--- src/rtl/md5_pkg.sv ---
// ----------------------------------------------------------------------------
// md5_pkg
// Shared types, constants and round tables of the MD5 digest unit.
// ----------------------------------------------------------------------------
package md5_pkg;

    localparam int WORD_W    = 32;
    localparam int BUF_WORDS = 16;
    localparam int BUF_AW    = $clog2(BUF_WORDS);

    localparam logic [31:0] MD5_INIT_A = 32'h67452301;
    localparam logic [31:0] MD5_INIT_B = 32'hefcdab89;
    localparam logic [31:0] MD5_INIT_C = 32'h98badcfe;
    localparam logic [31:0] MD5_INIT_D = 32'h10325476;
    localparam logic [7:0]  PAD_BYTE   = 8'h80;

    localparam logic [BUF_AW-1:0] LEN_LO_WORD = BUF_AW'(14);
    localparam logic [BUF_AW-1:0] LEN_HI_WORD = BUF_AW'(15);
    localparam logic [BUF_AW-1:0] LAST_WORD   = BUF_AW'(15);
    localparam logic [5:0]        LAST_BYTE   = 6'h3f;

    // [0] = A ... [3] = D
    typedef logic [3:0][WORD_W-1:0] t_words;

    localparam t_words MD5_INIT = {MD5_INIT_D, MD5_INIT_C, MD5_INIT_B, MD5_INIT_A};

    typedef enum logic [2:0] {
        ST_IDLE,
        ST_BLK,
        ST_PAD,
        ST_PADC,
        ST_OUT
    } t_state;

    typedef struct packed {
        logic   done;
        t_words words;
    } t_cmp_out;

    localparam logic [31:0] K_TAB [64] = '{
        32'hd76aa478, 32'he8c7b756, 32'h242070db, 32'hc1bdceee,
        32'hf57c0faf, 32'h4787c62a, 32'ha8304613, 32'hfd469501,
        32'h698098d8, 32'h8b44f7af, 32'hffff5bb1, 32'h895cd7be,
        32'h6b901122, 32'hfd987193, 32'ha679438e, 32'h49b40821,
        32'hf61e2562, 32'hc040b340, 32'h265e5a51, 32'he9b6c7aa,
        32'hd62f105d, 32'h02441453, 32'hd8a1e681, 32'he7d3fbc8,
        32'h21e1cde6, 32'hc33707d6, 32'hf4d50d87, 32'h455a14ed,
        32'ha9e3e905, 32'hfcefa3f8, 32'h676f02d9, 32'h8d2a4c8a,
        32'hfffa3942, 32'h8771f681, 32'h6d9d6122, 32'hfde5380c,
        32'ha4beea44, 32'h4bdecfa9, 32'hf6bb4b60, 32'hbebfbc70,
        32'h289b7ec6, 32'heaa127fa, 32'hd4ef3085, 32'h04881d05,
        32'hd9d4d039, 32'he6db99e5, 32'h1fa27cf8, 32'hc4ac5665,
        32'hf4292244, 32'h432aff97, 32'hab9423a7, 32'hfc93a039,
        32'h655b59c3, 32'h8f0ccc92, 32'hffeff47d, 32'h85845dd1,
        32'h6fa87e4f, 32'hfe2ce6e0, 32'ha3014314, 32'h4e0811a1,
        32'hf7537e82, 32'hbd3af235, 32'h2ad7d2bb, 32'heb86d391
    };

    localparam logic [4:0] ROT_TAB [16] = '{
        5'd7, 5'd12, 5'd17, 5'd22, 5'd5, 5'd9,  5'd14, 5'd20,
        5'd4, 5'd11, 5'd16, 5'd23, 5'd6, 5'd10, 5'd15, 5'd21
    };

    function automatic logic [BUF_AW-1:0] md5_msg_idx(input logic [5:0] rnd);
        logic [3:0] rl;
        logic [3:0] g;
        rl = rnd[3:0];
        unique case (rnd[5:4])
            2'd0:    g = rl;
            2'd1:    g = 4'(4'd5 * rl + 4'd1);
            2'd2:    g = 4'(4'd3 * rl + 4'd5);
            default: g = 4'(4'd7 * rl);
        endcase
        return g;
    endfunction

    function automatic logic [31:0] md5_f(input logic [1:0] grp,
                                          input logic [31:0] b,
                                          input logic [31:0] c,
                                          input logic [31:0] d);
        logic [31:0] f;
        unique case (grp)
            2'd0:    f = (b & c) | (~b & d);
            2'd1:    f = (b & d) | (c & ~d);
            2'd2:    f = b ^ c ^ d;
            default: f = c ^ (b | ~d);
        endcase
        return f;
    endfunction

endpackage

--- src/rtl/md5_message_digest_unit.sv ---
// ----------------------------------------------------------------------------
// md5_message_digest_unit
// MD5 hasher taking one message byte per transfer, emitting four digest words.
// ----------------------------------------------------------------------------
// Input stream: s_axis_tdata is a message byte, s_axis_tuser marks that the
// byte is present, s_axis_tlast ends the message (a transfer with tuser low
// and tlast high ends it without a byte, e.g. the empty message).
// Output stream: four transfers per message, m_axis_tdata is chaining word
// A, B, C, D in turn (low byte = earliest digest byte), m_axis_tuser the word
// index, m_axis_tlast high on word D.
// Timing: a byte that does not close a 64-byte block is stored and the unit
// stays ready. A byte that closes a block starts a compression (64 rounds on
// the one round unit, plus start and finish). At message end the padding
// words are written one per cycle (up to 16), then one compression, or two
// when the byte count mod 64 is 56 or more (second pad pass of 16 words),
// then the digest is offered. s_axis_tready is low throughout.
// While the receiver stalls, the current digest word holds; input stays
// blocked until word D is taken, then the unit returns to its reset state.
// Reset: chaining words take the MD5 initial values, the bit count clears.
// ----------------------------------------------------------------------------
module md5_message_digest_unit
    import md5_pkg::*;
(
    input  logic        i_clk,
    input  logic        i_rst_n,
    input  logic        s_axis_tvalid,
    output logic        s_axis_tready,
    input  logic [7:0]  s_axis_tdata,   // [7:0] data_byte
    input  logic        s_axis_tuser,   // [0] byte_present
    input  logic        s_axis_tlast,   // message_end
    output logic        m_axis_tvalid,
    input  logic        m_axis_tready,
    output logic [31:0] m_axis_tdata,   // [31:0] digest_word
    output logic [1:0]  m_axis_tuser,   // [1:0] word_index
    output logic        m_axis_tlast    // last_word
);

    t_state            r_state, n_state;
    logic [63:0]       r_cnt, n_cnt;
    t_words            r_chain, n_chain;
    logic              r_end, n_end;
    logic              r_first, n_first;
    logic              r_tail, n_tail;
    logic [BUF_AW-1:0] r_widx, n_widx;
    logic [1:0]        r_oidx, n_oidx;
    logic [31:0]       r_word;

    logic              in_acc;
    logic              out_acc;
    logic [5:0]        pos;
    logic [1:0]        lane;
    logic              two_blk;
    logic              len_sel;
    logic [31:0]       lane_mask;
    logic [31:0]       pad_first;

    logic              ram_we;
    logic [BUF_AW-1:0] ram_waddr;
    logic [31:0]       ram_wdata;
    logic [BUF_AW-1:0] ram_raddr;
    logic [31:0]       ram_rdata;
    logic              cmp_start;
    t_cmp_out          cmp_res;

    assign in_acc  = s_axis_tvalid && s_axis_tready;
    assign out_acc = m_axis_tvalid && m_axis_tready;
    assign pos     = r_cnt[8:3];
    assign lane    = r_cnt[4:3];
    assign two_blk = (r_cnt[8:6] == 3'b111);
    assign len_sel = r_tail || !two_blk;

    always_comb begin
        unique case (lane)
            2'd0:    lane_mask = 32'h0000_0000;
            2'd1:    lane_mask = 32'h0000_00ff;
            2'd2:    lane_mask = 32'h0000_ffff;
            default: lane_mask = 32'h00ff_ffff;
        endcase
    end

    assign pad_first = (r_word & lane_mask) | ({24'd0, PAD_BYTE} << {lane, 3'b000});

    always_comb begin
        n_state   = r_state;
        n_cnt     = r_cnt;
        n_chain   = r_chain;
        n_end     = r_end;
        n_first   = r_first;
        n_tail    = r_tail;
        n_widx    = r_widx;
        n_oidx    = r_oidx;
        ram_we    = 1'b0;
        ram_waddr = pos[5:2];
        ram_wdata = {s_axis_tdata, r_word[23:0]};
        cmp_start = 1'b0;

        unique case (r_state)
            ST_IDLE: begin
                if (in_acc) begin
                    if (s_axis_tuser) begin
                        n_cnt  = r_cnt + 64'd8;
                        ram_we = (lane == 2'd3);
                    end
                    if (s_axis_tuser && pos == LAST_BYTE) begin
                        cmp_start = 1'b1;
                        n_end     = s_axis_tlast;
                        n_state   = ST_BLK;
                    end else if (s_axis_tlast) begin
                        n_state = ST_PAD;
                        n_widx  = n_cnt[8:5];
                        n_first = 1'b1;
                        n_tail  = 1'b0;
                    end
                end
            end
            ST_BLK: begin
                if (cmp_res.done) begin
                    for (int i = 0; i < 4; i++) begin
                        n_chain[i] = r_chain[i] + cmp_res.words[i];
                    end
                    if (r_end) begin
                        n_state = ST_PAD;
                        n_widx  = '0;
                        n_first = 1'b1;
                        n_tail  = 1'b0;
                    end else begin
                        n_state = ST_IDLE;
                    end
                end
            end
            ST_PAD: begin
                ram_we    = 1'b1;
                ram_waddr = r_widx;
                if (r_first) begin
                    ram_wdata = pad_first;
                end else if (len_sel && r_widx == LEN_LO_WORD) begin
                    ram_wdata = r_cnt[31:0];
                end else if (len_sel && r_widx == LEN_HI_WORD) begin
                    ram_wdata = r_cnt[63:32];
                end else begin
                    ram_wdata = '0;
                end
                n_first = 1'b0;
                n_widx  = BUF_AW'(r_widx + 1'b1);
                if (r_widx == LAST_WORD) begin
                    cmp_start = 1'b1;
                    n_state   = ST_PADC;
                end
            end
            ST_PADC: begin
                if (cmp_res.done) begin
                    for (int i = 0; i < 4; i++) begin
                        n_chain[i] = r_chain[i] + cmp_res.words[i];
                    end
                    if (!r_tail && two_blk) begin
                        n_tail  = 1'b1;
                        n_widx  = '0;
                        n_state = ST_PAD;
                    end else begin
                        n_oidx  = '0;
                        n_state = ST_OUT;
                    end
                end
            end
            ST_OUT: begin
                if (out_acc) begin
                    n_oidx = 2'(r_oidx + 2'd1);
                    if (r_oidx == 2'd3) begin
                        n_chain = MD5_INIT;
                        n_cnt   = '0;
                        n_state = ST_IDLE;
                    end
                end
            end
            default: n_state = ST_IDLE;
        endcase
    end

    always_ff @(posedge i_clk) begin
        if (!i_rst_n) begin
            r_state <= ST_IDLE;
            r_cnt   <= '0;
            r_chain <= MD5_INIT;
            r_end   <= 1'b0;
            r_first <= 1'b0;
            r_tail  <= 1'b0;
            r_widx  <= '0;
            r_oidx  <= '0;
        end else begin
            r_state <= n_state;
            r_cnt   <= n_cnt;
            r_chain <= n_chain;
            r_end   <= n_end;
            r_first <= n_first;
            r_tail  <= n_tail;
            r_widx  <= n_widx;
            r_oidx  <= n_oidx;
        end
    end

    always_ff @(posedge i_clk) begin
        if (in_acc && s_axis_tuser) begin
            r_word[{lane, 3'b000} +: 8] <= s_axis_tdata;
        end
    end

    md5_ram #(
        .WIDTH (WORD_W),
        .DEPTH (BUF_WORDS)
    ) u_buf (
        .i_clk   (i_clk),
        .i_we    (ram_we),
        .i_waddr (ram_waddr),
        .i_wdata (ram_wdata),
        .i_raddr (ram_raddr),
        .o_rdata (ram_rdata)
    );

    md5_cmp u_cmp (
        .i_clk   (i_clk),
        .i_rst_n (i_rst_n),
        .i_start (cmp_start),
        .i_chain (r_chain),
        .o_raddr (ram_raddr),
        .i_rdata (ram_rdata),
        .o_res   (cmp_res)
    );

    assign s_axis_tready = (r_state == ST_IDLE);
    assign m_axis_tvalid = (r_state == ST_OUT);
    assign m_axis_tdata  = r_chain[r_oidx];
    assign m_axis_tuser  = r_oidx;
    assign m_axis_tlast  = (r_oidx == 2'd3);

endmodule

--- src/rtl/md5_ram.sv ---
// ----------------------------------------------------------------------------
// md5_ram
// Generic single-write, single-read RAM with registered read data.
// ----------------------------------------------------------------------------
module md5_ram #(
    parameter int WIDTH = 32,
    parameter int DEPTH = 16
) (
    input  logic                     i_clk,
    input  logic                     i_we,
    input  logic [$clog2(DEPTH)-1:0] i_waddr,
    input  logic [WIDTH-1:0]         i_wdata,
    input  logic [$clog2(DEPTH)-1:0] i_raddr,
    output logic [WIDTH-1:0]         o_rdata
);

    logic [WIDTH-1:0] r_mem [DEPTH];
    logic [WIDTH-1:0] r_rdata;

    always_ff @(posedge i_clk) begin
        if (i_we) begin
            r_mem[i_waddr] <= i_wdata;
        end
        r_rdata <= r_mem[i_raddr];
    end

    assign o_rdata = r_rdata;

endmodule

--- src/rtl/md5_cmp.sv ---
// ----------------------------------------------------------------------------
// md5_cmp
// MD5 compression engine: one shared round datapath; each round has a read phase and a sum phase.
// ----------------------------------------------------------------------------
module md5_cmp
    import md5_pkg::*;
(
    input  logic              i_clk,
    input  logic              i_rst_n,
    input  logic              i_start,
    input  t_words            i_chain,
    output logic [BUF_AW-1:0] o_raddr,
    input  logic [WORD_W-1:0] i_rdata,
    output t_cmp_out          o_res
);

    logic        r_busy;
    logic        r_ph;
    logic        r_vld;
    logic        r_done;
    logic [6:0]  r_rnd;
    t_words      r_st;
    logic [31:0] r_sum;
    logic [4:0]  r_sh;

    logic [31:0] f_val;
    logic [63:0] rot_wide;
    logic [31:0] b_new;

    assign f_val    = md5_f(r_rnd[5:4], r_st[1], r_st[2], r_st[3]);
    assign rot_wide = {r_sum, r_sum} << r_sh;
    assign b_new    = r_st[1] + rot_wide[63:32];
    assign o_raddr  = md5_msg_idx(r_rnd[5:0]);

    always_ff @(posedge i_clk) begin
        if (!i_rst_n) begin
            r_busy <= 1'b0;
            r_ph   <= 1'b0;
            r_vld  <= 1'b0;
            r_done <= 1'b0;
            r_rnd  <= '0;
        end else begin
            r_done <= 1'b0;
            if (i_start && !r_busy) begin
                r_busy <= 1'b1;
                r_ph   <= 1'b0;
                r_vld  <= 1'b0;
                r_rnd  <= '0;
                r_st   <= i_chain;
            end else if (r_busy) begin
                if (!r_ph) begin
                    // retire the previous round, message word read is in flight
                    if (r_vld) begin
                        r_st[0] <= r_st[3];
                        r_st[1] <= b_new;
                        r_st[2] <= r_st[1];
                        r_st[3] <= r_st[2];
                    end
                    if (r_rnd[6]) begin
                        r_busy <= 1'b0;
                        r_done <= 1'b1;
                    end else begin
                        r_ph <= 1'b1;
                    end
                end else begin
                    r_sum <= r_st[0] + f_val + K_TAB[r_rnd[5:0]] + i_rdata;
                    r_sh  <= ROT_TAB[{r_rnd[5:4], r_rnd[1:0]}];
                    r_rnd <= 7'(r_rnd + 7'd1);
                    r_vld <= 1'b1;
                    r_ph  <= 1'b0;
                end
            end
        end
    end

    assign o_res.done  = r_done;
    assign o_res.words = r_st;

endmodule

--- config.mk ---
export PLATFORM = sky130hd
export DESIGN_NAME = md5_message_digest_unit
export DESIGN_NICKNAME = d
export VERILOG_FILES = /design/src/rtl/md5_pkg.sv /design/src/rtl/md5_message_digest_unit.sv /design/src/rtl/md5_ram.sv /design/src/rtl/md5_cmp.sv
export SDC_FILE = /design/constraint.sdc
export NUM_CORES = 2
export LEC_CHECK = 0
export BUFFER_PORTS_ARGS = -buffer_cell sky130_fd_sc_hd__buf_2
export CORE_AREA = 5 5 310 312
export CTS_BUF_LIST = sky130_fd_sc_hd__clkbuf_2 sky130_fd_sc_hd__clkbuf_4 sky130_fd_sc_hd__clkbuf_8
export DETAILED_ROUTE_END_ITERATION = 16
export DIE_AREA = 0 0 315 317
export PLACE_DENSITY = 0.83
export SYNTH_ARGS = -nofsm -noshare
export SYNTH_HDL_FRONTEND = slang
export SYNTH_SLANG_ARGS = --single-unit
--- constraint.sdc ---
create_clock -name i_clk -period 12 [get_ports i_clk]
set_input_delay 0.6 -clock i_clk [delete_from_list [all_inputs] [get_ports i_clk]]
set_output_delay 0.6 -clock i_clk [all_outputs]
set_load 0.02 [all_outputs]
==> impl_metrics.ini <==
[sta]
finalClockSkew_ns = 0.0648
final-max-slew-violation-count = 0
report.final.hold_viol_count = 0
fmax_mhz = 134
worstMarginPinSlew_ns = 1.29
tns_ns = 0
layout_min_cycle_time_ns = 7.48
rsz0062_at_grt = false
slew_headroom_pct = 12.9
finalCritPeriodShare_pct = 62.3
finalSetupViolations = 0

[finish]
area_growth_syn_to_layout_pct = 8.82
drive_above_1_share_pct = 14.1
final_nets = 5460

[cts]
cts.clk_slew.worst_paths_ns = 0.06
cts_buffers = 154
clockBufferDepth = 3
cts_resized = 0
htreeDepth = 4
post_cts_buffers = 0
clock_latency_ns = 0.89
clock_sinks = 945
root_buffer = clkbuf_8
ctsHoldBuffers = 1
cts_tree = built

[logic_synthesis]
seq_area_frac_synth_pct = 46.8
synth_top_area_share_pct = 38.0
yosysUniqueCellTypes = 95
ys.flop_type = edfxtp_1
syn_area_sq_um = 55400
synthCells = 5143
yosys.area.top_type = edfxtp_1
yosysMostFrequentCell = edfxtp_1
synth-edff-count = 701
synth-async-reset-ratio_pct = 0
synthTopCellsByArea = edfxtp_1 (38%), dfxtp_1 (8.8%), mux4_2 (8.3%)
yosysWarningCount = 0
synthTopCellsByCount = edfxtp_1 (701), nand2_1 (611), a21oi_1 (373)
synth_seq_cells = 945
postSynthNetCount = 5449
syn_avg_cell_area_sq_um = 10.8

[setup_path]
cpLargestDelayFamily = compound AO/OA/AOI/OAI gates
cpPeakStageDelay_ns = 0.51
rr_startpoint = u_cmp.r_rnd[0]
endpoint = u_cmp.r_sum[31]
startpoint_type = register
path_depth = 25
crit_path_start = u_cmp.r_rnd[0]
cp.arrival_ns = 8.11
ff2ff_path_depth = 25
cp_num_buf_inv = 5
reg2reg_slack_ns = 4.52
crit_fanout = 34
worstSetupPathType = register to register
cp_slowest_cell = inv_1
required_ns = 12.64
cp-end-kind = register
r2r-end = u_cmp.r_sum[31]

[detailed_routing]
routedWlPerCell_um = 25.9
antenna_left = 0
avgViaCountPerCell = 6.72
drt_wl_total_mm = 169
dr.pass1.iters = 6
drt-initial-drc-count = 6171
via_count = 44000
drc = 0

[pwr]
p_leak_nw = 22.3
p_total_w = 0.00799
peakVddDrop_v = 0.000133
power_density_nw_per_um2 = 133

[outcome]
outcome = finished, final reports clean

[placed_design]
hpwl_mm = 114
portBuffers = 50
place_congestion = 1.06

[floorplanning]
die_h_um = 317
initial_core_util_pct = 59.7
coreArea_sq_um = 92800
dieArea_sq_um = 99900
pin_count = 51
die_x_um = 315
rows = 112

[job]
drv_cap = 0

[global_route]
antenna_found_initial = 2
grt_max_degree = 94
overflow = 0
grt_use_total_pct = 33.4
grt_pass1_vias = 41800
grt_pass1_wl_mm = 254

[hold_path]
hp-class = primary input to register
min_from = m_axis_tready
power breakdown:
part           switching [W]  internal, W
sequential         0.0000703      0.00378
combinational       0.000736     0.000397
clock                0.00138      0.00162
total                0.00219      0.00581
cell type report:
type	instances	area, sq um
Inverter	254	953
Antenna cell	1	2.50
Fill cell	6972	32500
Sequential cell	945	25900
Multi-Input combinational cell	3655	27500
Timing Repair Buffer	144	973
Tap cell	1254	1570
Clock buffer	231	2830
Clock inverter	57	492
worst register-to-register path: cells and delay by family, from the launching register on:
kind | cells | cell delay (ns)
AOI/OAI and AO/OA | 11 | 2.29
adders and majority gates | 5 | 2.05
buffers and inverters | 5 | 1.57
DFF | 1 | 0.32
muxes | 1 | 0.17
and+or+nand+nor | 3 | 0.83
how the worst min path moves through the flow:
| stage | slack [ns] | cells after the start | endpoint |
|---|---|---|---|
| final | 0.08 | 3 | m_axis_tuser[1] |
| after global routing | 0.03 | 2 | r_word[15] |
| after CTS | 0.002 | 2 | r_word[23] |
| after detailed placement | 0.48 | 1 | r_cnt[62] |
| after global placement | 0.46 | 2 | u_cmp.r_vld |
| after floorplan | 0.44 | 2 | u_cmp.r_vld |
cell usage in the layout (no fill, tap or decap), drive strengths merged, types with 79 or more instances in the layout:
cell type | synthesis | routed
a21o | 88 | 88
nand3 | 136 | 136
xnor2 | 121 | 121
edfxtp | 701 | 701
mux4 | 203 | 203
nor2b | 85 | 85
inv | 254 | 264
o21ai | 355 | 355
nand2 | 611 | 611
a21oi | 376 | 376
nor2 | 307 | 307
ha | 223 | 223
xor2 | 106 | 106
buf | 92 | 143
clkbuf | 197 | 231
mux2i | 90 | 90
dfxtp | 244 | 244
a31oi | 79 | 79
metal layers:
layer / wire [um] / track usage (%)
met1: 64800 / 45.7
met2: 76000 / 51.2
met3: 20000 / 8.09
met4: 8220 / 14.8
met5: 0 / 0
metrics by stage:
stage	hold WS, ns	area [sq um]	instances	worst slack [ns]	util [%]
global placement	0.456	56900	6251	5.01	61.4
detailed placement	0.477	56900	6251	4.83	61.4
CTS	0.00161	60300	6540	4.78	65.0
floorplan	0.440	55400	5143	3.41	-
global route	0.0324	60300	6541	4.21	65.0
finish	0.0757	60300	6541	4.52	65.0
kinds of logic after synthesis:
| group | share of synthesized area [%] |
|---|---|
| AO/OA/AOI/OAI | 15.3 |
| XOR/XNOR | 3.59 |
| adder cells (fa/ha/maj) | 8.07 |
| buffers and inverters | 3.90 |
| flip-flops | 46.8 |
| multiplexers | 10.3 |
| AND/OR/NAND/NOR | 12.0 |
registers in the layout (all words and copies together), names as in the netlist:
| name | count |
|---|---|
| m_axis_tuser | 2 |
| r_chain | 128 |
| r_cnt | 61 |
| r_end | 1 |
| r_first | 1 |
| r_state | 3 |
| r_tail | 1 |
| r_widx | 4 |
| r_word | 24 |
| u_buf.o_rdata | 32 |
| u_buf.r_mem | 512 |
| u_cmp.o_res | 128 |
| u_cmp.r_busy | 1 |
| u_cmp.r_done | 1 |
| u_cmp.r_ph | 1 |
| u_cmp.r_rnd | 7 |
| u_cmp.r_sh | 5 |
| u_cmp.r_sum | 32 |
| u_cmp.r_vld | 1 |
No activity file was read; power rests on OpenSTA's default activity.
